File: config.mk
export PLATFORM = sky130hd
export DESIGN_NAME = mmas_scale
export DESIGN_NICKNAME = d
export VERILOG_FILES = /design/src/rtl/mmas_pkg.sv /design/src/rtl/mmas_scale.sv
export SDC_FILE = /design/constraint.sdc
export NUM_CORES = 1
export LEC_CHECK = 0
export BUFFER_PORTS_ARGS = -buffer_cell sky130_fd_sc_hd__buf_2
export CORE_ASPECT_RATIO = 1.25
export CORE_MARGIN = 2
export CORE_UTILIZATION = 25
export DETAILED_ROUTE_END_ITERATION = 8
export SLEW_MARGIN = 20
export SYNTH_ARGS = -nofsm -noshare
export SYNTH_HDL_FRONTEND = slang
export SYNTH_SLANG_ARGS = --single-unit
File: constraint.sdc
create_clock -name clk -period 6.3 [get_ports clk]
set_input_delay 0.315 -clock clk [delete_from_list [all_inputs] [get_ports clk]]
set_output_delay 0.315 -clock clk [all_outputs]
set_load 0.05 [all_outputs]
File: src/rtl/mmas_pkg.sv
// Shared types, constants and register codes of the moving-average scaler.
`default_nettype none
package mmas_pkg;

	localparam int LANE_COUNT = 8;
	localparam int PAIR_COUNT = LANE_COUNT / 2;

	localparam int DEF_WINDOW_DEPTH = 8;
	localparam int DEF_SAMPLE_BITS  = 12;

	localparam int IN_W   = 12;
	localparam int EXT_W  = 16;
	localparam int VOLT_W = 22;
	localparam int CURR_W = 16;

	localparam int REF_W      = 12;
	localparam int RATIO_W    = 10;
	localparam int FS_W       = 16;
	localparam int CFG_DATA_W = 16;
	localparam int CFG_IDX_W  = 2;

	localparam logic [REF_W-1:0]   REF_RESET = REF_W'(3300);
	localparam logic [RATIO_W-1:0] NUM_RESET = RATIO_W'(1);
	localparam logic [RATIO_W-1:0] DEN_RESET = RATIO_W'(1);
	localparam logic [FS_W-1:0]    FS_RESET  = FS_W'(5000);

	typedef enum logic [CFG_IDX_W-1:0] {
		CFG_REF = 2'd0,
		CFG_NUM = 2'd1,
		CFG_DEN = 2'd2,
		CFG_FS  = 2'd3
	} cfg_idx_t;

	typedef struct packed {
		logic [IN_W-1:0] sample_0;
		logic [IN_W-1:0] sample_1;
		logic [IN_W-1:0] sample_2;
		logic [IN_W-1:0] sample_3;
		logic [IN_W-1:0] sample_4;
		logic [IN_W-1:0] sample_5;
		logic [IN_W-1:0] sample_6;
		logic [IN_W-1:0] sample_7;
	} in_t;

	typedef struct packed {
		logic [VOLT_W-1:0] voltage_0_mv;
		logic [VOLT_W-1:0] voltage_1_mv;
		logic [VOLT_W-1:0] voltage_2_mv;
		logic [VOLT_W-1:0] voltage_3_mv;
		logic [CURR_W-1:0] current_0_ma;
		logic [CURR_W-1:0] current_1_ma;
		logic [CURR_W-1:0] current_2_ma;
		logic [CURR_W-1:0] current_3_ma;
	} out_t;

	typedef struct packed {
		logic [REF_W-1:0]   ref_mv;
		logic [RATIO_W-1:0] num;
		logic [RATIO_W-1:0] den;
		logic [FS_W-1:0]    fs;
	} cfg_t;

	typedef struct packed {
		logic rd;
		logic wr;
		logic old_valid;
	} lane_ctl_t;

	typedef struct packed {
		logic start;
		logic ack;
	} scl_ctl_t;

endpackage
`default_nettype wire

File: src/rtl/mmas_scale.sv
// Pair scaler: voltage and current scaling with a bit-serial divider.
`default_nettype none
module mmas_scale
	import mmas_pkg::*;
#(
	parameter int SAMPLE_BITS = DEF_SAMPLE_BITS,
	parameter int AVG_W       = DEF_SAMPLE_BITS
) (
	input  wire logic              clk,
	input  wire logic              arst_n,
	input  wire scl_ctl_t          ctl,
	input  wire cfg_t              cfg,
	input  wire logic [AVG_W-1:0]  v_avg,
	input  wire logic [AVG_W-1:0]  i_avg,
	output logic                   done,
	output logic      [VOLT_W-1:0] voltage,
	output logic      [CURR_W-1:0] current
);

	localparam int M1_W  = AVG_W + REF_W;
	localparam int CI_W  = AVG_W + FS_W;
	localparam int P_W   = M1_W + RATIO_W;
	localparam int DVD_W = P_W - SAMPLE_BITS;
	localparam int CS_W  = CI_W - SAMPLE_BITS;
	localparam int CNT_W = $clog2(DVD_W);
	localparam int QX_W  = (DVD_W > VOLT_W) ? DVD_W : VOLT_W + 1;
	localparam int CX_W  = (CS_W > CURR_W) ? CS_W : CURR_W + 1;
	localparam logic [CNT_W-1:0] CNT_LAST = CNT_W'(DVD_W - 1);

	typedef enum logic [3:0] {
		SC_IDLE = 4'b0001,
		SC_MUL  = 4'b0010,
		SC_DIV  = 4'b0100,
		SC_DONE = 4'b1000
	} sc_state_t;

	sc_state_t            state_q;
	logic [CNT_W-1:0]     cnt_q;
	logic [M1_W-1:0]      m1_q;
	logic [CI_W-1:0]      ci_q;
	logic [RATIO_W-1:0]   num_q;
	logic [RATIO_W-1:0]   den_q;
	logic [DVD_W-1:0]     dvd_q;
	logic [RATIO_W-1:0]   rem_q;
	logic [P_W-1:0]       prod;
	logic [RATIO_W:0]     trial;
	logic [RATIO_W:0]     diff;
	logic                 qbit;
	logic [QX_W-1:0]      qx;
	logic [CX_W-1:0]      cx;

	assign prod  = m1_q * P_W'(den_q);
	assign trial = {rem_q, dvd_q[DVD_W-1]};
	assign diff  = trial - {1'b0, num_q};
	assign qbit  = (trial >= {1'b0, num_q});

	always_ff @(posedge clk or negedge arst_n) begin
		if (!arst_n) begin
			state_q <= SC_IDLE;
			cnt_q   <= '0;
		end else begin
			unique case (state_q)
				SC_IDLE: begin
					if (ctl.start) begin
						state_q <= SC_MUL;
					end
				end
				SC_MUL: begin
					state_q <= SC_DIV;
					cnt_q   <= '0;
				end
				SC_DIV: begin
					cnt_q <= cnt_q + 1'b1;
					if (cnt_q == CNT_LAST) begin
						state_q <= SC_DONE;
					end
				end
				SC_DONE: begin
					if (ctl.ack) begin
						state_q <= SC_IDLE;
					end
				end
				default: state_q <= SC_IDLE;
			endcase
		end
	end

	always_ff @(posedge clk) begin
		if (state_q == SC_IDLE && ctl.start) begin
			m1_q  <= v_avg * M1_W'(cfg.ref_mv);
			ci_q  <= i_avg * CI_W'(cfg.fs);
			num_q <= (cfg.num == '0) ? RATIO_W'(1) : cfg.num;
			den_q <= cfg.den;
		end
		if (state_q == SC_MUL) begin
			dvd_q <= prod[P_W-1:SAMPLE_BITS];
			rem_q <= '0;
		end
		if (state_q == SC_DIV) begin
			rem_q <= qbit ? diff[RATIO_W-1:0] : trial[RATIO_W-1:0];
			dvd_q <= {dvd_q[DVD_W-2:0], qbit};
		end
	end

	assign done = (state_q == SC_DONE);

	assign qx      = QX_W'(dvd_q);
	assign cx      = CX_W'(ci_q[CI_W-1:SAMPLE_BITS]);
	assign voltage = (qx > QX_W'({VOLT_W{1'b1}})) ? '1 : qx[VOLT_W-1:0];
	assign current = (cx > CX_W'({CURR_W{1'b1}})) ? '1 : cx[CURR_W-1:0];

endmodule
`default_nettype wire

==> results.toml, run 1 <==
[place]
gp_routability_congestion = 0.808
dp_hpwl_um = 41300
portBuffers = 114

[run_status]
status = "complete, no violations"

[timing]
finalSetupViolations = 0
fin_setup_tns_ns = 0
drv_slew = 0
slew_headroom_pct = 37.1
fin_hold_ws_ns = 0.123
hold_violations = 0
tightest_slew_ns = 0.941
fmax_mhz = 167
fin_crit_ns = 6.00
post-route-period-util_pct = 95.3
fin_skew_ns = 0.0211

[global_route]
antenna_found_initial = 1
grt_pass1_vias = 16100
grt_pass1_wl_um = 83700
grt_max_degree = 44
grt_usage_pct = 11.8
grt_overflow = 0

[drt]
drt_wl_total_um = 49600
first_iter_violations = 564
route.vias.total = 15000
maxUsedRoutingLayer = "met4"
dr_wl_met3_um = 1320
avgViaCountPerCell = 4.34
ant_nets = 0
drc = 0
met2_length_um = 25900
avgRoutedWirePerCell_um = 14.4
drt_first_pass_iters = 5
wl_met1_um = 21800

[clock_network]
clk_latency_ns = 0.38
root_buffer = "clkbuf_16"
clk_path_buf_depth = 2
cts.clk_slew.worst_paths_ns = 0.09
cts-buffers-inserted = 9
clock-sinks = 101
htreeDepth = 3
tritoncts = "done"

[finish]
syn_to_final_growth_pct = 10.1
nets = 3044
drive_above_1_share_pct = 8.15
fill_cells = 8884

[setup_path]
r2r_setup_slack_ns = 0.30
startpoint_type = "flop"
r2r-end = "dvd_q[20]"
critPathLaunch = "den_q[8]"
crit_type = "flop to flop"
path_max_fanout = 16
reg2reg_depth = 19
cp-end-kind = "flop"
crit_required_ns = 6.42
r2r_start = "den_q[8]"
crit_end = "dvd_q[20]"
cp.arrival_ns = 6.12

[synth]
synthTopCellsByCount = "479 x inv_1, 413 x fa_1, 390 x nand2_1, 218 x and2_1, 203 x ha_1"
synth_top_cell_area_share_pct = 38.8
synthCells = 2316
ys_warn_count = 0
synth_flop_cell = "edfxtp_1"
synth_area_leaders = "fa_1 39%, edfxtp_1 13%, ha_1 12%"
yosysUniqueCellTypes = 56
syn_area_per_cell_sq_um = 9.21
synth_edf_count = 92
yosysSeqAreaShare_pct = 14.0
synth-seq-cells = 101
synth_largest_area_cell = "fa_1"
synthArstFlopShare_pct = 8.91
synth.net_count = 3008
syn_area_sq_um = 21300
synth_most_common_cell = "inv_1"

[hold_path]
hold_class = "input pin to flop"

[floorplan]
die-area_sq_um = 87700
rows = 119
pin_count = 115
die_w_um = 265
core-area_sq_um = 84400
start_util_pct = 25.3
die_h_um = 331

[job]
drv_cap = 0
-- area by class of cell --
| class | instances | area [sq um] | share of cell area (%) |
|---|---|---|---|
| Clock buffer | 9 | 225 | 0.959 |
| Tap cell | 1089 | 1360 | 5.80 |
| Multi-Input combinational cell | 1601 | 16100 | 68.4 |
| Inverter | 479 | 1800 | 7.66 |
| Clock inverter | 7 | 90.1 | 0.384 |
| Timing Repair Buffer | 160 | 956 | 4.07 |
| Antenna cell | 1 | 2.50 | 0.0107 |
| Sequential cell | 101 | 2990 | 12.7 |
-- through the flow --
stage               instances  utilization [%]  cell area [sq um]  worst slack (ns)
finish                   3447             27.8              23500             0.295
global placement         3417             27.3              23000             0.226
global route             3446             27.8              23500           -0.0382
CTS                      3434             27.7              23300            0.0839
floorplan                2316                -              21300             0.513
detailed placement       3417             27.3              23000            0.0911
-- flip-flops by register name (all words and copies together) (netlist names) --
register	cells
cnt_q	5
state_q	4
ci_q	16
den_q	10
num_q	10
m1_q	24
dvd_q	22
rem_q	10
-- cell families after synthesis --
| logic type | synth area share [%] |
|---|---|
| and+or+nand+nor | 16.6 |
| buffers and inverters | 10.8 |
| DFF | 14.0 |
| xor gates and xnor gates | 2.67 |
| muxes | 0.0528 |
| AOI/OAI and AO/OA | 5.14 |
| adders and majority gates | 50.7 |
-- placed cells by master (no fill, tap or decap), types with 5 or more instances in the layout --
cell         n
o21a_1       8
fa_1       413
nor2b_1      7
nand2_1    390
nand3_1     19
o21ai_0     43
a211oi_1     6
a21o_1      20
xor2_1      18
edfxtp_1    92
or3_1        6
nand2b_1    10
xnor2_1     47
nand4_1     11
clkbuf_16    9
buf_2      114
nor3_1      19
nor2_1      38
inv_1      479
buf_4       42
and2_1     218
ha_1       203
a21oi_1     60
and3_1       5
dfrtp_1      8
-- routing by layer --
layer / track usage, % / vias up
met5: 0 / -
met3: 1.16 / 35
met4: 2.59 / 0
met2: 21.6 / 214
met1: 15.2 / 7678
li1: - / 7042
-- critical path, cell delays in order, from the launching register on --
cell	delay, ns
edfxtp_1	0.54
buf_4	0.26
and2_1	0.17
fa_1	0.49
fa_1	0.52
fa_1	0.52
fa_1	0.55
inv_1	0.05
fa_1	0.52
inv_1	0.04
ha_1	0.34
a21o_1	0.22
a21o_1	0.17
a21oi_1	0.22
o22ai_1	0.14
o21ai_0	0.27
o21ai_1	0.12
o41ai_1	0.31
xor2_1	0.19
a21oi_1	0.09
-- worst min-delay path by stage --
stage             from        to  cells past startpoint
2_1_floorplan   arst_n  cnt_q[0]                      0
5_1_grt        cfg[34]  num_q[8]                      1
6_report       cfg[17]  den_q[1]                      1
4_1_cts        cfg[33]  num_q[7]                      1
3_5_place_dp    arst_n  cnt_q[1]                      1
3_3_place_gp    arst_n  cnt_q[3]                      1
-- what timing repair did --
action,4_1_cts,5_1_grt
setup buffers,0,12
resized for setup,0,2
hold buffers,1,0
endpoints found under the hold margin,9,0
endpoints found under the setup margin,0,7
Power of run 1 is left out: the tool's default activity adds up to more than one toggle a clock period on the data nets, which glitch-free logic cannot reach.
==> run 2, diff against run 1 <==
==> constraint.sdc (replaced) <==
create_clock -name clk -period 6.3 [get_ports clk]
set_input_delay 0 -clock clk [delete_from_list [all_inputs] [get_ports clk]]
set_output_delay 0 -clock clk [all_outputs]
set_load 0.05 [all_outputs]
==> run 2 against run 1 <==
First-iteration DRC count rose by 7.3%. Worst hold slack got worse by 0.058 ns. Cell count rose by 0.12%. Critical endpoint unchanged.
==> results.toml, run 2 (synthesized netlist as in run 1, its figures left out) <==
[floorplan]
die-area_sq_um = 87700
die_h_um = 331
die_w_um = 265
pin_count = 115
rows = 119
core-area_sq_um = 84400
start_util_pct = 25.3

[drt]
avgViaCountPerCell = 4.33
ant_nets = 0
first_iter_violations = 605
drt_first_pass_iters = 5
route.vias.total = 14900
avgRoutedWirePerCell_um = 14.3
drt_wl_total_um = 49500
drc = 0

[setup_path]
slowest_delay_ns = 0.54
cp.arrival_ns = 6.21
startpoint_type = "flop"
path_max_fanout = 17
crit_required_ns = 6.42
crit_family = "adder cells"
cp-end-kind = "flop"
critPathSlowestCell = "fa_1"
crit_path_frequent_cell = "fa_1"
path_cells = "buf_4, and2_1, fa_1, fa_1, fa_1, fa_1, inv_1, fa_1, inv_1, ha_1, a21o_1, a21o_1, a21oi_1, o22ai_1, o21ai_0, o21ai_1, o41ai_1, xor2_1, a21oi_1"
crit_type = "flop to flop"
critical_path_buf_inv_count = 3

[clock_network]
root_buffer = "clkbuf_16"
clk_latency_ns = 0.38
cts-buffers-inserted = 9
clock-sinks = 101
tritoncts = "done"
cts.clk_slew.worst_paths_ns = 0.08
clk_path_buf_depth = 2
htreeDepth = 3

[global_route]
grt_pass1_wl_um = 82500
grt_max_degree = 44
grt_overflow = 0
grt_pass1_vias = 16100
antenna_found_initial = 2
grt_usage_pct = 11.7

[finish]
diodes = 0
syn_to_final_growth_pct = 10.7
drive_above_1_share_pct = 7.41
reg_top3 = "m1_q (24), dvd_q (22), ci_q (16)"
final_common_cell = "inv_1"
nets = 3049
regMostFlops = "m1_q"
final_cell_mix = "479 x inv_1, 413 x fa_1, 390 x nand2_1"
largest_register_ffs = 24

[run_status]
status = "complete, no violations"

[timing]
fin_crit_ns = 6.09
fmax_mhz = 164
drv_slew = 0
hold_violations = 0
fin_setup_tns_ns = 0
fin_hold_ws_ns = 0.0645
slew_headroom_pct = 39.5
fin_ws_ns = 0.211
tightest_slew_ns = 0.906
post-route-period-util_pct = 96.6
fin_skew_ns = 0.0219
rsz0062_at_grt = "no"
finalSetupViolations = 0

[place]
portBuffers = 114
place_ws_ns = 0.158
dp_hpwl_um = 40800
gp_routability_congestion = 0.828

[job]
drv_cap = 0

[hold_path]
hold_class = "input pin to async pin"
[run 2: path summary, 6_finish.rpt]
path                       startpoint    endpoint  slack, ns  cells after the start
setup / recovery             den_q[9]   dvd_q[20]       0.21                     19
min in group clk             v_avg[0]     m1_q[0]       0.09                      2
setup reg to reg             den_q[9]   dvd_q[20]       0.21                     19
max in group asynchronous      arst_n  state_q[0]       5.99                      2
hold reg to reg              cnt_q[4]    cnt_q[4]       0.53                      2
hold / removal                 arst_n    cnt_q[2]       0.06                      2
[run 2: final cells by class]
type | count | area, sq um
Fill cell | 8864 | 60800
Multi-Input combinational cell | 1601 | 16000
Sequential cell | 101 | 2990
Inverter | 479 | 1800
Tap cell | 1089 | 1360
Timing Repair Buffer | 165 | 1050
Clock buffer | 9 | 225
Clock inverter | 7 | 129
[run 2: repair_timing]
action / 4_1_cts / 5_1_grt
endpoints found under the setup margin: 0 / 5
resized for setup: 0 / 1
endpoints found under the hold margin: 31 / 0
hold buffers: 23 / 0
setup buffers: 0 / 4
[run 2: metrics by stage]
| step | util [%] | area, sq um | std cells |
|---|---|---|---|
| 2_1_floorplan | - | 21300 | 2316 |
| 3_3_place_gp | 27.2 | 23000 | 3408 |
| 3_5_place_dp | 27.2 | 23000 | 3408 |
| 4_1_cts | 27.9 | 23500 | 3447 |
| 5_1_grt | 28.0 | 23600 | 3451 |
| 6_report | 28.0 | 23600 | 3451 |
[run 2: metal layers]
layer  GRT usage [%]  vias to the layer above  share of wire (%)
met3            1.15                       34                2.6
met5               0                        -                  0
li1                -                     7054                  -
met4            2.84                        0                1.4
met2            21.2                      188                 52
met1            14.9                     7660                 44
Power of run 2 is left out for the same reason.
==> run 3, diff against run 2 <==
==> constraint.sdc (replaced) <==
create_clock -name clk -period 6.43 [get_ports clk]
set_input_delay 0 -clock clk [delete_from_list [all_inputs] [get_ports clk]]
set_output_delay 0 -clock clk [all_outputs]
set_load 0.05 [all_outputs]
==> run 3 against run 2 <==
Setup slack gained 0.22 ns. Critical path depth grew 2. Cell count grew 0.26%. Core utilization is essentially flat. Sequential share of layout area is essentially flat. Worst hold slack lost 0.058 ns. Via count grew 0.59%. Non-clock buffer count grew 8. Register-to-register slack gained 0.22 ns. Largest cell class unchanged. Highest routed layer unchanged.
==> results.toml, run 3 (synthesized netlist as in run 1, its figures left out) <==
[run_status]
status = "complete, no violations"

[timing]
hold_violations = 0
slew_headroom_pct = 38.2
rsz0062_at_grt = "no"
drv_slew = 0
finalSetupViolations = 0
fmax_mhz = 167
fin_skew_ns = 0.0146
post-route-period-util_pct = 93.2
fin_crit_ns = 6.00
tightest_slew_ns = 0.925
fin_setup_tns_ns = 0

[clock_network]
clock-sinks = 101
htreeDepth = 3
cts.clk_slew.worst_paths_ns = 0.08
clk_latency_ns = 0.40
clk_path_buf_depth = 2
tritoncts = "done"
post_cts_resized = 0
cts-buffers-inserted = 9
root_buffer = "clkbuf_16"

[drt]
avgViaCountPerCell = 4.34
drt_first_pass_iters = 5
ant_nets = 0
drc = 0
first_iter_violations = 645
route.vias.total = 15000
drt_wl_total_um = 49300
avgRoutedWirePerCell_um = 14.2

[hold_path]
hold_class = "input pin to flop"

[global_route]
grt_max_degree = 44
grt_pass1_wl_um = 82100
grt_overflow = 0
grt_usage_pct = 11.7
antenna_found_initial = 0
grt_pass1_vias = 15800

[floorplan]
die_h_um = 331
start_util_pct = 25.3
pin_count = 115
die_w_um = 265
rows = 119
core-area_sq_um = 84400
die-area_sq_um = 87700

[setup_path]
crit_path_frequent_cell = "fa_1"
crit_family = "adder cells"
critPathSlowestCell = "edfxtp_1"
cp.arrival_ns = 6.22
critical_path_buf_inv_count = 5
path_max_fanout = 10
slowest_delay_ns = 0.54
path_cells = "and2_1, fa_1, fa_1, fa_1, fa_1, inv_1, fa_1, inv_1, ha_1, nor4_1, nand2_1, a2111oi_0, buf_4, nor3b_1, o21ai_0, buf_4, o21ai_1, buf_4, o21a_1, o21a_1, o31ai_1"
cp-end-kind = "flop"
crit_type = "flop to flop"
crit_required_ns = 6.65
startpoint_type = "flop"

[place]
dp.cells = 3409
dp_hpwl_um = 40800
portBuffers = 114
placed_cell_area_sq_um = 23000
gp_routability_congestion = 0.817

[finish]
fin_util_pct = 27.9
final_cell_mix = "479 x inv_1, 413 x fa_1, 390 x nand2_1"
fin_cells = 3460
fill_cells = 8866
design_area_sq_um = 23600
reg_top3 = "m1_q (24), dvd_q (22), ci_q (16)"
syn_to_final_growth_pct = 10.6
final_common_cell = "inv_1"
largest_register_ffs = 24
nets = 3057
regMostFlops = "m1_q"
drive_above_1_share_pct = 7.72

[job]
drv_cap = 0
-- run 3: layout make-up --
cell class | count | area (sq um) | area share, %
Multi-Input combinational cell | 1601 | 16000 | 68.0
Sequential cell | 101 | 2990 | 12.7
Inverter | 479 | 1800 | 7.62
Tap cell | 1089 | 1360 | 5.78
Timing Repair Buffer | 173 | 1090 | 4.64
Clock buffer | 10 | 239 | 1.01
Clock inverter | 6 | 62.6 | 0.265
Antenna cell | 1 | 2.50 | 0.0106
-- run 3: what timing repair did --
item / CTS / global route
endpoints found under the hold margin: 30 / 0
setup endpoints to repair: 0 / 4
hold buffers: 22 / 0
setup buffers: 0 / 12
-- run 3: metrics by stage --
step           setup slack, ns  hold WS (ns)
6_report                 0.434       0.00630
5_1_grt                 0.0286        0.0397
4_1_cts                  0.247       0.00474
3_5_place_dp             0.248        -0.126
3_3_place_gp             0.317        -0.131
2_1_floorplan            0.643        -0.296
-- run 3: worst min-delay path, stage by stage --
cell and delay, ns:
buf_2 0.09, nor2_1 0.06, a31oi_1 0.15, nor3_1 0.06
-- run 3: path summary, 6_finish.rpt --
kind	startpoint	endpoint	slack [ns]	cells past startpoint
setup / recovery	m1_q[6]	dvd_q[19]	0.43	21
hold / removal	ctl[0]	state_q[3]	0.006	4
setup reg to reg	m1_q[6]	dvd_q[19]	0.43	21
hold reg to reg	cnt_q[4]	cnt_q[4]	0.53	2
max in group asynchronous	arst_n	state_q[0]	6.14	2
min in group asynchronous	arst_n	cnt_q[1]	0.03	2
-- run 3: per-layer routing --
metal / routed length, um / track usage [%] / share of wire (%)
met4: 848 / 3.13 / 1.7
met5: 0 / 0 / 0
met3: 1530 / 1.29 / 3.1
met2: 25300 / 20.8 / 51
met1: 21600 / 15.1 / 44
Power of run 3 is left out for the same reason.
