<file path="config.mk">
export PLATFORM = sky130hd
export DESIGN_NAME = mmas_lane
export DESIGN_NICKNAME = d
export VERILOG_FILES = /design/src/rtl/mmas_pkg.sv /design/src/rtl/mmas_ram.sv /design/src/rtl/mmas_lane.sv
export SDC_FILE = /design/constraint.sdc
export NUM_CORES = 1
export LEC_CHECK = 0
export BUFFER_PORTS_ARGS = -buffer_cell sky130_fd_sc_hd__buf_2
export CAP_MARGIN = 20
export CORE_MARGIN = 2
export CORE_UTILIZATION = 55
export DETAILED_ROUTE_END_ITERATION = 8
export PLACE_DENSITY = 0.73
export SLEW_MARGIN = 5
export SYNTH_ARGS = -nofsm -noshare
export SYNTH_HDL_FRONTEND = slang
export SYNTH_HIERARCHICAL = 1
export SYNTH_SLANG_ARGS = --single-unit
</file>
<file path="constraint.sdc">
create_clock -name clk -period 3.7 [get_ports clk]
set_input_delay 0.74 -clock clk [delete_from_list [all_inputs] [get_ports clk]]
set_output_delay 0.74 -clock clk [all_outputs]
set_load 0.01 [all_outputs]
</file>
<file path="src/rtl/mmas_pkg.sv">
// Shared types, constants and register codes of the moving-average scaler.
`default_nettype none
package mmas_pkg;

	localparam int LANE_COUNT = 8;
	localparam int PAIR_COUNT = LANE_COUNT / 2;

	localparam int DEF_WINDOW_DEPTH = 8;
	localparam int DEF_SAMPLE_BITS  = 12;

	localparam int IN_W   = 12;
	localparam int EXT_W  = 16;
	localparam int VOLT_W = 22;
	localparam int CURR_W = 16;

	localparam int REF_W      = 12;
	localparam int RATIO_W    = 10;
	localparam int FS_W       = 16;
	localparam int CFG_DATA_W = 16;
	localparam int CFG_IDX_W  = 2;

	localparam logic [REF_W-1:0]   REF_RESET = REF_W'(3300);
	localparam logic [RATIO_W-1:0] NUM_RESET = RATIO_W'(1);
	localparam logic [RATIO_W-1:0] DEN_RESET = RATIO_W'(1);
	localparam logic [FS_W-1:0]    FS_RESET  = FS_W'(5000);

	typedef enum logic [CFG_IDX_W-1:0] {
		CFG_REF = 2'd0,
		CFG_NUM = 2'd1,
		CFG_DEN = 2'd2,
		CFG_FS  = 2'd3
	} cfg_idx_t;

	typedef struct packed {
		logic [IN_W-1:0] sample_0;
		logic [IN_W-1:0] sample_1;
		logic [IN_W-1:0] sample_2;
		logic [IN_W-1:0] sample_3;
		logic [IN_W-1:0] sample_4;
		logic [IN_W-1:0] sample_5;
		logic [IN_W-1:0] sample_6;
		logic [IN_W-1:0] sample_7;
	} in_t;

	typedef struct packed {
		logic [VOLT_W-1:0] voltage_0_mv;
		logic [VOLT_W-1:0] voltage_1_mv;
		logic [VOLT_W-1:0] voltage_2_mv;
		logic [VOLT_W-1:0] voltage_3_mv;
		logic [CURR_W-1:0] current_0_ma;
		logic [CURR_W-1:0] current_1_ma;
		logic [CURR_W-1:0] current_2_ma;
		logic [CURR_W-1:0] current_3_ma;
	} out_t;

	typedef struct packed {
		logic [REF_W-1:0]   ref_mv;
		logic [RATIO_W-1:0] num;
		logic [RATIO_W-1:0] den;
		logic [FS_W-1:0]    fs;
	} cfg_t;

	typedef struct packed {
		logic rd;
		logic wr;
		logic old_valid;
	} lane_ctl_t;

	typedef struct packed {
		logic start;
		logic ack;
	} scl_ctl_t;

endpackage
`default_nettype wire

</file>
<file path="src/rtl/mmas_ram.sv">
// Generic single-port RAM with registered read.
`default_nettype none
module mmas_ram #(
	parameter int WIDTH = 12,
	parameter int DEPTH = 8
) (
	input  wire logic                     clk,
	input  wire logic                     we,
	input  wire logic                     re,
	input  wire logic [$clog2(DEPTH)-1:0] addr,
	input  wire logic [WIDTH-1:0]         wdata,
	output logic      [WIDTH-1:0]         rdata
);

	logic [WIDTH-1:0] mem_q [DEPTH];
	logic [WIDTH-1:0] rdata_q;

	always_ff @(posedge clk) begin
		if (we) begin
			mem_q[addr] <= wdata;
		end
		if (re) begin
			rdata_q <= mem_q[addr];
		end
	end

	assign rdata = rdata_q;

endmodule
`default_nettype wire

</file>
<file path="src/rtl/mmas_lane.sv">
// One channel lane: sample history ring, running sum and average.
`default_nettype none
module mmas_lane
	import mmas_pkg::*;
#(
	parameter int WINDOW_DEPTH = DEF_WINDOW_DEPTH,
	parameter int SAMPLE_BITS  = DEF_SAMPLE_BITS,
	parameter int ADDR_W       = $clog2(WINDOW_DEPTH),
	parameter int SUM_W        = SAMPLE_BITS + $clog2(WINDOW_DEPTH),
	parameter int SHIFT        = $clog2(WINDOW_DEPTH + 1) - 1,
	parameter int AVG_W        = SUM_W - SHIFT
) (
	input  wire logic                   clk,
	input  wire logic                   arst_n,
	input  wire lane_ctl_t              ctl,
	input  wire logic [ADDR_W-1:0]      addr,
	input  wire logic [SAMPLE_BITS-1:0] sample,
	output logic      [AVG_W-1:0]       avg
);

	logic [SAMPLE_BITS-1:0] old_raw;
	logic [SAMPLE_BITS-1:0] old;
	logic [SUM_W-1:0]       sum_q;

	mmas_ram #(
		.WIDTH(SAMPLE_BITS),
		.DEPTH(WINDOW_DEPTH)
	) u_ring (
		.clk  (clk),
		.we   (ctl.wr),
		.re   (ctl.rd),
		.addr (addr),
		.wdata(sample),
		.rdata(old_raw)
	);

	// rows not yet written since reset read as zero
	assign old = ctl.old_valid ? old_raw : '0;

	always_ff @(posedge clk or negedge arst_n) begin
		if (!arst_n) begin
			sum_q <= '0;
		end else if (ctl.wr) begin
			sum_q <= sum_q - SUM_W'(old) + SUM_W'(sample);
		end
	end

	assign avg = sum_q[SUM_W-1:SHIFT];

endmodule
`default_nettype wire

</file>
==> results of run 1 <==
## layout make-up
| cell class | count | area [µm²] | share of cell area (%) |
|---|---|---|---|
| multi-input combinational | 202 | 1910 | 28.7 |
| inverter | 54 | 203 | 3.05 |
| timing repair buffer | 41 | 230 | 3.46 |
| tap | 136 | 170 | 2.56 |
| sequential | 123 | 3620 | 54.4 |
| clock buffer | 18 | 418 | 6.28 |
| clock inverter | 11 | 106 | 1.60 |
## power by group
group	switching [µW]	internal (µW)
registers	60.2	1650
logic	952	717
clock network	553	931
total	1560	3300
## logic make-up (layout without fill, tap and decap cells)
kind of cell	Yosys count	after routing	synth area share, %
AOI/OAI and AO/OA	64	64	7.94
muxes	41	41	10.6
xor gates and xnor gates	8	8	1.19
DFF	123	123	61.6
and+or+nand+nor	62	62	5.32
adders and majority gates	27	27	7.28
buffers and inverters	79	124	6.09
## metal layers
| metal | track usage (%) | up-vias | wire length (µm) |
|---|---|---|---|
| met4 | 7.51 | 0 | 117 |
| met5 | 0 | - | 0 |
| met1 | 28.7 | 1698 | 4930 |
| met2 | 34.5 | 105 | 5700 |
| met3 | 6.54 | 7 | 562 |
| li1 | - | 1537 | - |
## worst max-delay path by stage
stage | end | start | slack (ps)
finish | sum_q[11]$_DFFE_PN0P_ | ctl[0] | 820
global route | sum_q[11]$_DFFE_PN0P_ | sample[1] | 700
CTS | sum_q[11]$_DFFE_PN0P_ | ctl[0] | 850
detailed placement | sum_q[11]$_DFFE_PN0P_ | sample[1] | 300
global placement | sum_q[12]$_DFFE_PN0P_ | ctl[0] | 350
floorplan | sum_q[12]$_DFFE_PN0P_ | ctl[0] | 450
## worst max-delay path, stage by stage
cell and delay, ps:
buf_2 160, and2_1 160, fa_1 530, inv_1 60, ha_1 300, a211oi_1 360
o211a_1 240, o21bai_1 100, a311oi_1 330, xor2_1 180, mux2i_1 90
## Yosys cell counts, types with 2 or more instances
| cell type | n |
|---|---|
| mux4_2 | 16 |
| a21o_1 | 7 |
| a21oi_1 | 13 |
| mux2i_1 | 17 |
| o21a_1 | 3 |
| nand2b_1 | 3 |
| edfxtp_1 | 108 |
| xor2_1 | 4 |
| a211oi_1 | 6 |
| a311oi_1 | 2 |
| buf_4 | 14 |
| buf_2 | 7 |
| nor2b_1 | 4 |
| and3_1 | 2 |
| mux2_2 | 8 |
| o31ai_1 | 2 |
| nand2_1 | 15 |
| dfrtp_1 | 15 |
| clkbuf_1 | 3 |
| inv_1 | 53 |
| o21ai_0 | 10 |
| xnor2_1 | 4 |
| ha_1 | 15 |
| o22ai_1 | 5 |
| fa_1 | 12 |
| a311o_1 | 3 |
| nor2_1 | 15 |
| and2_1 | 13 |
| nor3_1 | 4 |
## sequential cells by signal, summed over array words and instances, names as in the netlist
register / count
sum_q: 15
u_ring/mem_q: 96
u_ring/rdata: 12
## placed cells by master, fill, tap and decap left out, types with 5 or more instances in the layout
cell type	instances
a21oi_1	13
mux2i_1	17
a211oi_1	6
buf_2	31
o22ai_1	5
and2_1	13
fa_1	12
inv_1	53
buf_4	10
a21o_1	7
ha_1	15
nor2_1	15
dfrtp_1	15
o21ai_0	10
mux4_2	16
nand2_1	15
edfxtp_1	108
mux2_2	8
clkbuf_16	16
## stage by stage
| step | setup WS, ps | utilization, % | hold WS [ps] |
|---|---|---|---|
| finish | 822 | 64.2 | 128 |
| global route | 696 | 64.2 | 127 |
| CTS | 848 | 64.2 | 118 |
| detailed placement | 297 | 59.1 | 503 |
| global placement | 354 | 59.1 | 514 |
| floorplan | 448 | - | 444 |
==> key figures, run 1 <==
Outcome
  – Status: completed

Placement
  – DP Area: roughly 6000 µm²
  – Final HPWL DP: 7.54 mm
  – Number of port buffers: 31
  – Inst Count DP: 556
  – Routability Congestion: ~0.85

Die
  – Die area: 11500 µm²
  – # rows: 37
  – Die span in x: roughly 110 µm
  – Initial Util: approximately 57%
  – Top Ports: 32
  – Total core area: 10400 µm²
  – Die H: around 110 µm

Timing
  – Highest clock rate: between 300 and 400 MHz
  – Max-Slew Margin vs Limit: between 50 and 60%
  – Setup violators final: 0
  – TNS Setup: 0 ps
  – Slew Viols, Final: 0
  – Hold Violations, Final: 0
  – Final Cycle Share: 77.8%
  – Clock Skew: 12.6 ps
  – Tmin final: 2880 ps
  – Unrepaired setup endpoints after global routing: false
  – Worst Max-Slew Pin Slew: between 700 and 800 ps

Setup path
  – FF-to-FF End: sum_q[11]$_DFFE_PN0P_
  – R2R Setup Slk: 850 ps
  – WS Path Type: in -> reg
  – Reg2reg path depth: 10
  – CP endpoint kind: register
  – CP max FO: 12
  – RR Startpoint: u_ring/rdata[1]$_DFFE_PP_
  – Required time of the worst setup path: approximately 4100 ps
  – Startpoint types: input port
  – WP data arrival: approximately 3300 ps

Clocking
  – CTS Buf Count: 17
  – H-tree Lvls: 4
  – CTS tree: done
  – Post-CTS Setup Bufs: 0
  – Post-CTS Resized: 0
  – CTS Root Cell: clkbuf_8
  – Clock Sinks: between 100 and 150
  – Worst skew pair latency: about 520 ps
  – CTS max path bufs: 2
  – Clock transition at path regs: roughly 60 ps
  – Hold Buf Count CTS: 0

Finish
  – Nets@finish: ~500
  – Area growth syn-to-layout: 13.3%
  – Fill cells: between 700 and 800
  – Cell area after layout: 6650 µm²
  – Non-Filler Instances: 585
  – Fraction of layout cells with a size suffix above 1: a little over a fifth
  – Ant diodes: 0

Detailed routing
  – DR vias: approximately 3.3k
  – DRC errors left: 0
  – Router iterations before antenna repair: 7
  – Final ANT Viol Nets: 0
  – Via density: between 5 and 6
  – Routed len/inst: a little under 20 µm
  – Iter 0 DRT Violations: around 350
  – Detailed Route WL: ~11 mm

Global route
  – Grt ovf: 0
  – Initial antenna violation count: 0
  – Number of global-route vias before repair: between 3k and 4k
  – First-pass GRT wire length: ~18 mm
  – GRT Total Usage: 21.7%
  – Largest net degree at the start of global routing: 28

Logic synthesis
  – Area contributors post-synth: edfxtp_1, dfrtp_1, mux4_2
  – YS warnings: 6
  – Synth cell types: 50
  – Syn Nets: about 450
  – Post-synth EDFFs: 108
  – Cells after Synth: slightly above 400
  – Register area share after synthesis: 61.6%
  – Top-area cell type share of the netlist area: 55.2%
  – Synthesized area per cell: 14.5 µm²
  – Seq cells post-synth: 123
  – Yosys top cell by area: edfxtp_1
  – Cell Area, Synth: 5870 µm²
  – Async S/R FF share, synth: between 10 and 15%
  – Top_reg_cell synth: edfxtp_1

Power
  – Peak VDD IR: between 0.3 and 0.4 mV
  – Lkg Pwr: 0.00261 µW
  – Pwr/cell area: roughly 730 nW/µm²
  – Tot Pwr: about 5000 µW

Hold path
  – Worst Hold Class: in -> async

Flow run
  – Max-Cap Viols: 0
Power figures use the tool's default switching activity.
==> run 2, diff against run 1 <==
- clock period: 3.7 -> 2.8 ns (I/O delays scaled with it)
==> key figures, run 2 (synthesis results as in run 1) <==
Outcome
  – Status: completed

Detailed routing
  – DR vias: 3539 (+5.7%)
  – Final ANT Viol Nets: 0 (unchanged)
  – Routed len/inst: 19.6 µm (+1.4%)
  – Detailed Route WL: 12.5 mm (+10%)
  – Via density: 5.56 (-2.9%)
  – DRC errors left: 0 (unchanged)
  – Router iterations before antenna repair: 4 (-3)
  – Iter 0 DRT Violations: 336 (-4.8%)

Placement
  – Routability Congestion: 0.915 (+7.7%)
  – Number of port buffers: 31 (unchanged)
  – Pre-CTS setup slack: -362 ps (-659 ps)
  – Final HPWL DP: 8.50 mm (+13%)

Setup path
  – CP Cell Sequence: and2_4 -> fa_2 -> fa_2 -> and2b_1 -> o2111ai_2 -> a21boi_2 -> o21a_4 -> o311ai_4 -> or3b_1
  – Critical path's most frequent cell: fa_2
  – CP endpoint kind: register
  – Largest stage delay, worst path: 590 ps (+60 ps)
  – Reg2reg path depth: 9 (-1)
  – R2R Setup Slk: 20 ps (-830 ps)
  – Critical-path top delay cell: fa_2
  – CP max FO: 3 (-9)
  – Startpoint types: register
  – WP data arrival: 3170 ps (-80 ps)
  – Required time of the worst setup path: 3190 ps (-880 ps)
  – WS Path Type: reg -> reg

Power
  – Tot Pwr: 7510 µW (+54%)
  – Lkg Pwr: 0.00292 µW (+12%)
  – Clock power share: 31.3% (+0.8 points)
  – Peak VDD IR: 0.523 mV (+35%)
  – Power Internal: 5130 µW (+55%)
  – Switching share of power: 31.7% (-0.47 points)
  – Comb pwr share: 38.4% (+4.1 points)
  – Power share of the sequential group: 30.3% (-4.9 points)
  – Switch Pwr: 2380 µW (+52%)
  – Pwr/cell area: 1040 nW/µm² (+42%)

Clocking
  – Clock transition at path regs: 60 ps (about the same)
  – CTS Root Cell: clkbuf_8
  – CTS tree: done
  – Worst skew pair latency: 520 ps (about the same)
  – H-tree Lvls: 4 (unchanged)
  – CTS Buf Count: 17 (unchanged)
  – Clock Sinks: 123 (unchanged)
  – CTS max path bufs: 2 (unchanged)

Die
  – Die H: 107 µm (unchanged)
  – Die span in x: 107 µm (unchanged)
  – Total core area: 10400 µm² (unchanged)
  – Top Ports: 32 (unchanged)
  – Initial Util: 56.6% (unchanged)
  – Die area: 11500 µm² (unchanged)
  – # rows: 37 (unchanged)

Hold path
  – Hold Path Stages: 1
  – Worst Hold Class: in -> reg

Timing
  – Highest clock rate: approximately 360 MHz
  – Max-Slew Margin vs Limit: 52.8% (+1.1 points)
  – Clock Skew: 12.0 ps (-0.601 ps)
  – Worst Max-Slew Pin Slew: 705 ps (-15.9 ps)
  – Tmin final: approximately 2800 ps
  – Final Cycle Share: 99.4%
  – Slew Viols, Final: 0 (unchanged)
  – Unrepaired setup endpoints after global routing: true
  – Hold Violations, Final: 0 (unchanged)
  – Setup violators final: 0 (unchanged)
  – Setup slack after layout: 16.6 ps (-805 ps)
  – Hold Worst Slack: 270 ps (+142 ps)

Finish
  – Nets@finish: 535 (+10%)
  – Top reg by flops: u_ring/mem_q
  – Area growth syn-to-layout: 23.0%
  – Fraction of layout cells with a size suffix above 1: 32.3% (+11 points)
  – Commonest non-fill, non-tap cells in the layout: edfxtp_1, buf_4, inv_1
  – Ant diodes: 0 (unchanged)
  – Max reg flops: 96 (unchanged)
  – Commonest non-fill, non-tap cell in the layout: edfxtp_1

Global route
  – Grt ovf: 0 (unchanged)
  – Largest net degree at the start of global routing: 19 (-32%)
  – First-pass GRT wire length: 19.9 mm (+11%)
  – Initial antenna violation count: 0 (unchanged)
  – Number of global-route vias before repair: 3756 (+9.7%)
  – GRT Total Usage: 23.6% (+1.9 points)

Flow run
  – Max-Cap Viols: 0 (unchanged)
==> run 2: cell types whose count changed in the layout (fill, tap and decap cells not counted), sizes merged <==
cell         change
buf             +48
bufinv           +3
clkinv           -1
clkinvlp         -1
dlygate4sd3      +1
inv              +2
==> run 2: worst paths after layout <==
check	endpoint	startpoint
max	sum_q[12]$_DFFE_PN0P_	u_ring/rdata[1]$_DFFE_PP_
min reg2reg	sum_q[8]$_DFFE_PN0P_	sum_q[8]$_DFFE_PN0P_
max reg2reg	sum_q[12]$_DFFE_PN0P_	u_ring/rdata[1]$_DFFE_PP_
min in group asynchronous	sum_q[2]$_DFFE_PN0P_	arst_n
min	u_ring/mem_q[5][2]$_DFFE_PP_	sample[2]
max in group asynchronous	sum_q[7]$_DFFE_PN0P_	arst_n
==> run 2: per-stage QoR <==
step                      setup TNS, ps  area (µm²)  instances  util [%]
after CTS                             0        7170        634      69.1
after detailed placement          -2140        6520        601      62.9
after global placement            -1520        6520        601      62.9
after global routing               -177        7230        637      69.7
final                                 0        7230        637      69.7
after floorplan                    -217        5940        404         -
==> run 2: area by class of cell <==
class | instances | area [µm²]
multi-input combinational | 202 | 1990
inverter | 54 | 203
tap | 136 | 170
clock buffer | 18 | 418
fill | 690 | 3140
sequential | 123 | 3620
clock inverter | 14 | 218
timing repair buffer | 90 | 613
==> run 2: power by group through the flow <==
stage	combinational (µW)	clock, µW	sequential, µW
global placement	2630	0	2300
CTS	2730	2380	2270
global route	3190	2470	2290
finish	2880	2350	2270
detailed placement	2700	0	2300
floorplan	1920	0	2280
==> run 2: layer usage <==
layer / up-vias / GRT usage (%) / share of wire [%]
met4: 0 / 9.34 / 1.5
met2: 94 / 40.2 / 53
met1: 1786 / 30.0 / 41
li1: 1637 / - / -
met5: - / 0 / 0
met3: 22 / 4.36 / 4.4
==> run 2: worst max-delay path, delay by kind of cell (launching register included) <==
family	cells	cell delay (ps)
AO/OA/AOI/OAI	4	730
adder cells (fa/ha/maj)	2	800
flip-flops	1	370
AND/OR/NAND/NOR	3	740
==> run 2: timing repair <==
action                                  CTS  global route
endpoints found under the setup margin    0             5
hold buffers                              1             0
hold endpoints to repair                 15             0
setup buffers                             0             3
resized for setup                         0             6
==> run 3, diff against run 2 <==
- CORE_UTILIZATION: 55 -> 60
- PLACE_DENSITY: 0.73 -> 0.78
==> key figures, run 3 (synthesis results as in run 1) <==
Setup path
  – Reg2reg path depth: 9 (unchanged)
  – WS Path Type: reg -> reg
  – Critical path startpoint: u_ring/rdata[1]$_DFFE_PP_
  – Worst Setup EP: sum_q[12]$_DFFE_PN0P_
  – CP bufs+invs: 0 (unchanged)
  – FF-to-FF End: sum_q[12]$_DFFE_PN0P_
  – CP Cell Sequence: and2_4 -> fa_1 -> fa_2 -> and2b_2 -> o2111ai_2 -> a21boi_2 -> o21a_4 -> o311ai_4 -> or3b_1
  – Required time of the worst setup path: 3200 ps (about the same)
  – CP top delay family: simple AND/OR/NAND/NOR gates
  – CP max FO: 3 (unchanged)
  – CP endpoint kind: register
  – Largest stage delay, worst path: 540 ps (-50 ps)
  – RR Startpoint: u_ring/rdata[1]$_DFFE_PP_
  – Critical-path top delay cell: fa_1
  – R2R Setup Slk: 80 ps (+70 ps)
  – Startpoint types: register
  – Critical Path Stages: 9 (unchanged)
  – WP data arrival: 3120 ps (-50 ps)

Finish
  – Fraction of layout cells with a size suffix above 1: 32.1% (-0.28 points)
  – Area growth syn-to-layout: 22.5%
  – Fin util: 74.7% (+5.0 points)
  – Cell area after layout: 7200 µm² (-0.40%)
  – Top reg by flops: u_ring/mem_q
  – Fill cells: 588 (-15%)
  – Ant diodes: 0 (unchanged)
  – Commonest non-fill, non-tap cell in the layout: edfxtp_1
  – Nets@finish: 530 (-0.93%)
  – Max reg flops: 96 (unchanged)
  – Commonest non-fill, non-tap cells in the layout: edfxtp_1, buf_4, inv_1

Outcome
  – Status: completed

Clocking
  – Clock Sinks: 123 (unchanged)
  – Clock transition at path regs: 60 ps (about the same)
  – CTS Root Cell: clkbuf_8
  – CTS max path bufs: 2 (unchanged)
  – H-tree Lvls: 4 (unchanged)
  – CTS tree: done
  – Worst skew pair latency: 520 ps (about the same)
  – CTS Buf Count: 17 (unchanged)

Detailed routing
  – Final ANT Viol Nets: 0 (unchanged)
  – DR vias: 3578 (+1.1%)
  – DRC errors left: 0 (unchanged)
  – Router iterations before antenna repair: 5 (+1)
  – Iter 0 DRT Violations: 365 (+8.6%)
  – Via density: 5.69 (+2.4%)
  – Routed len/inst: 19.3 µm (-1.6%)
  – Detailed Route WL: 12.1 mm (-2.8%)

Global route
  – Number of global-route vias before repair: 3673 (-2.2%)
  – First-pass GRT wire length: 19.0 mm (-4.8%)
  – Initial antenna violation count: 0 (unchanged)
  – GRT Total Usage: 25.2% (+1.6 points)
  – Grt ovf: 0 (unchanged)
  – Largest net degree at the start of global routing: 19 (unchanged)

Placement
  – Final HPWL DP: 8.16 mm (-4.1%)
  – DP Area: 6490 µm² (-0.52%)
  – Number of port buffers: 31 (unchanged)
  – Routability Congestion: 0.837 (-8.5%)

Power
  – Lkg Pwr: 0.00289 µW (-0.78%)
  – Pwr/cell area: 1030 nW/µm² (-0.48%)
  – Peak VDD IR: 0.614 mV (+17%)

Timing
  – Setup violators final: 0 (unchanged)
  – Final Cycle Share: 97.0% (-2.4 points)
  – Clock Skew: 5.81 ps (-6.17 ps)
  – Highest clock rate: 368 MHz (+2.5%)
  – Unrepaired setup endpoints after global routing: true
  – Max-Slew Margin vs Limit: 59.8% (+7.0 points)
  – Worst Max-Slew Pin Slew: 600 ps (-104 ps)
  – Slew Viols, Final: 0 (unchanged)
  – Tmin final: 2720 ps (-68.0 ps)
  – Hold Violations, Final: 0 (unchanged)

Die
  – Total core area: 9640 µm² (-7.0%)
  – Die area: 10600 µm² (-8.0%)
  – Die H: 103 µm (-4.1%)
  – # rows: 36 (-2.7%)
  – Top Ports: 32 (unchanged)
  – Die span in x: 103 µm (-4.1%)
  – Initial Util: 60.9% (+4.3 points)

Hold path
  – Worst Hold Class: in -> reg

Flow run
  – Max-Cap Viols: 0 (unchanged)
[run 3: layout make-up]
type                            count  area [µm²]  area share, %
Clock buffer                       19         422           5.86
Clock inverter                     13         215           2.99
Inverter                           54         203           2.82
Multi-Input combinational cell    202        2000           27.7
Sequential cell                   123        3620           50.3
Tap cell                          133         166           2.31
Timing Repair Buffer               85         576           8.00
[run 3: how the worst min path moves through the flow]
| stage | end | slack (ps) | from | depth (start not counted) |
|---|---|---|---|---|
| floorplan | sum_q[0]$_DFFE_PN0P_ | 260 | arst_n | 0 |
| global placement | sum_q[0]$_DFFE_PN0P_ | 490 | arst_n | 1 |
| detailed placement | sum_q[2]$_DFFE_PN0P_ | 490 | arst_n | 1 |
| CTS | u_ring/mem_q[0][2]$_DFFE_PP_ | 250 | sample[2] | 1 |
| global route | u_ring/mem_q[0][11]$_DFFE_PP_ | 260 | sample[11] | 1 |
| finish | u_ring/mem_q[0][2]$_DFFE_PP_ | 270 | sample[2] | 1 |
[run 3: layer usage]
| metal | up-vias | GRT usage, % | routed length (µm) |
|---|---|---|---|
| met5 | - | 0 | 0 |
| met4 | 0 | 9.62 | 279 |
| met3 | 31 | 7.25 | 728 |
| met2 | 139 | 41.4 | 6120 |
| met1 | 1777 | 32.2 | 5020 |
| li1 | 1631 | - | - |
[run 3: stage by stage]
stage | instances | TNS, ps | total power [µW] | worst slack, ps | hold slack (ps)
2_1_floorplan | 404 | -217 | 4200 | -145 | 264
3_3_place_gp | 594 | -1440 | 4870 | -245 | 487
3_5_place_dp | 594 | -1820 | 4950 | -319 | 488
4_1_cts | 627 | 0 | 7300 | 48.8 | 254
5_1_grt | 629 | -46.0 | 7870 | -33.7 | 260
6_report | 629 | 0 | 7440 | 84.5 | 267
[run 3: repair_timing]
| item | in CTS | in global routing |
|---|---|---|
| hold endpoints to repair | 15 | 0 |
| setup endpoints to repair | 0 | 7 |
| buffers inserted | 0 | 2 |
| hold buffers | 1 | 0 |
| resized for setup | 0 | 8 |
[run 3: worst register-to-register path: cells and delay by family, from the launching register on]
family                   cells  cell delay [ps]
AND/OR/NAND/NOR              3              760
flip-flops                   1              360
AO/OA/AOI/OAI                4              730
adder cells (fa/ha/maj)      2              750
[run 3: report_power, final]
part | internal (µW) | switching (µW)
Clock | 1540 | 784
Sequential | 2190 | 81.9
Combinational | 1400 | 1440
Total | 5130 | 2310
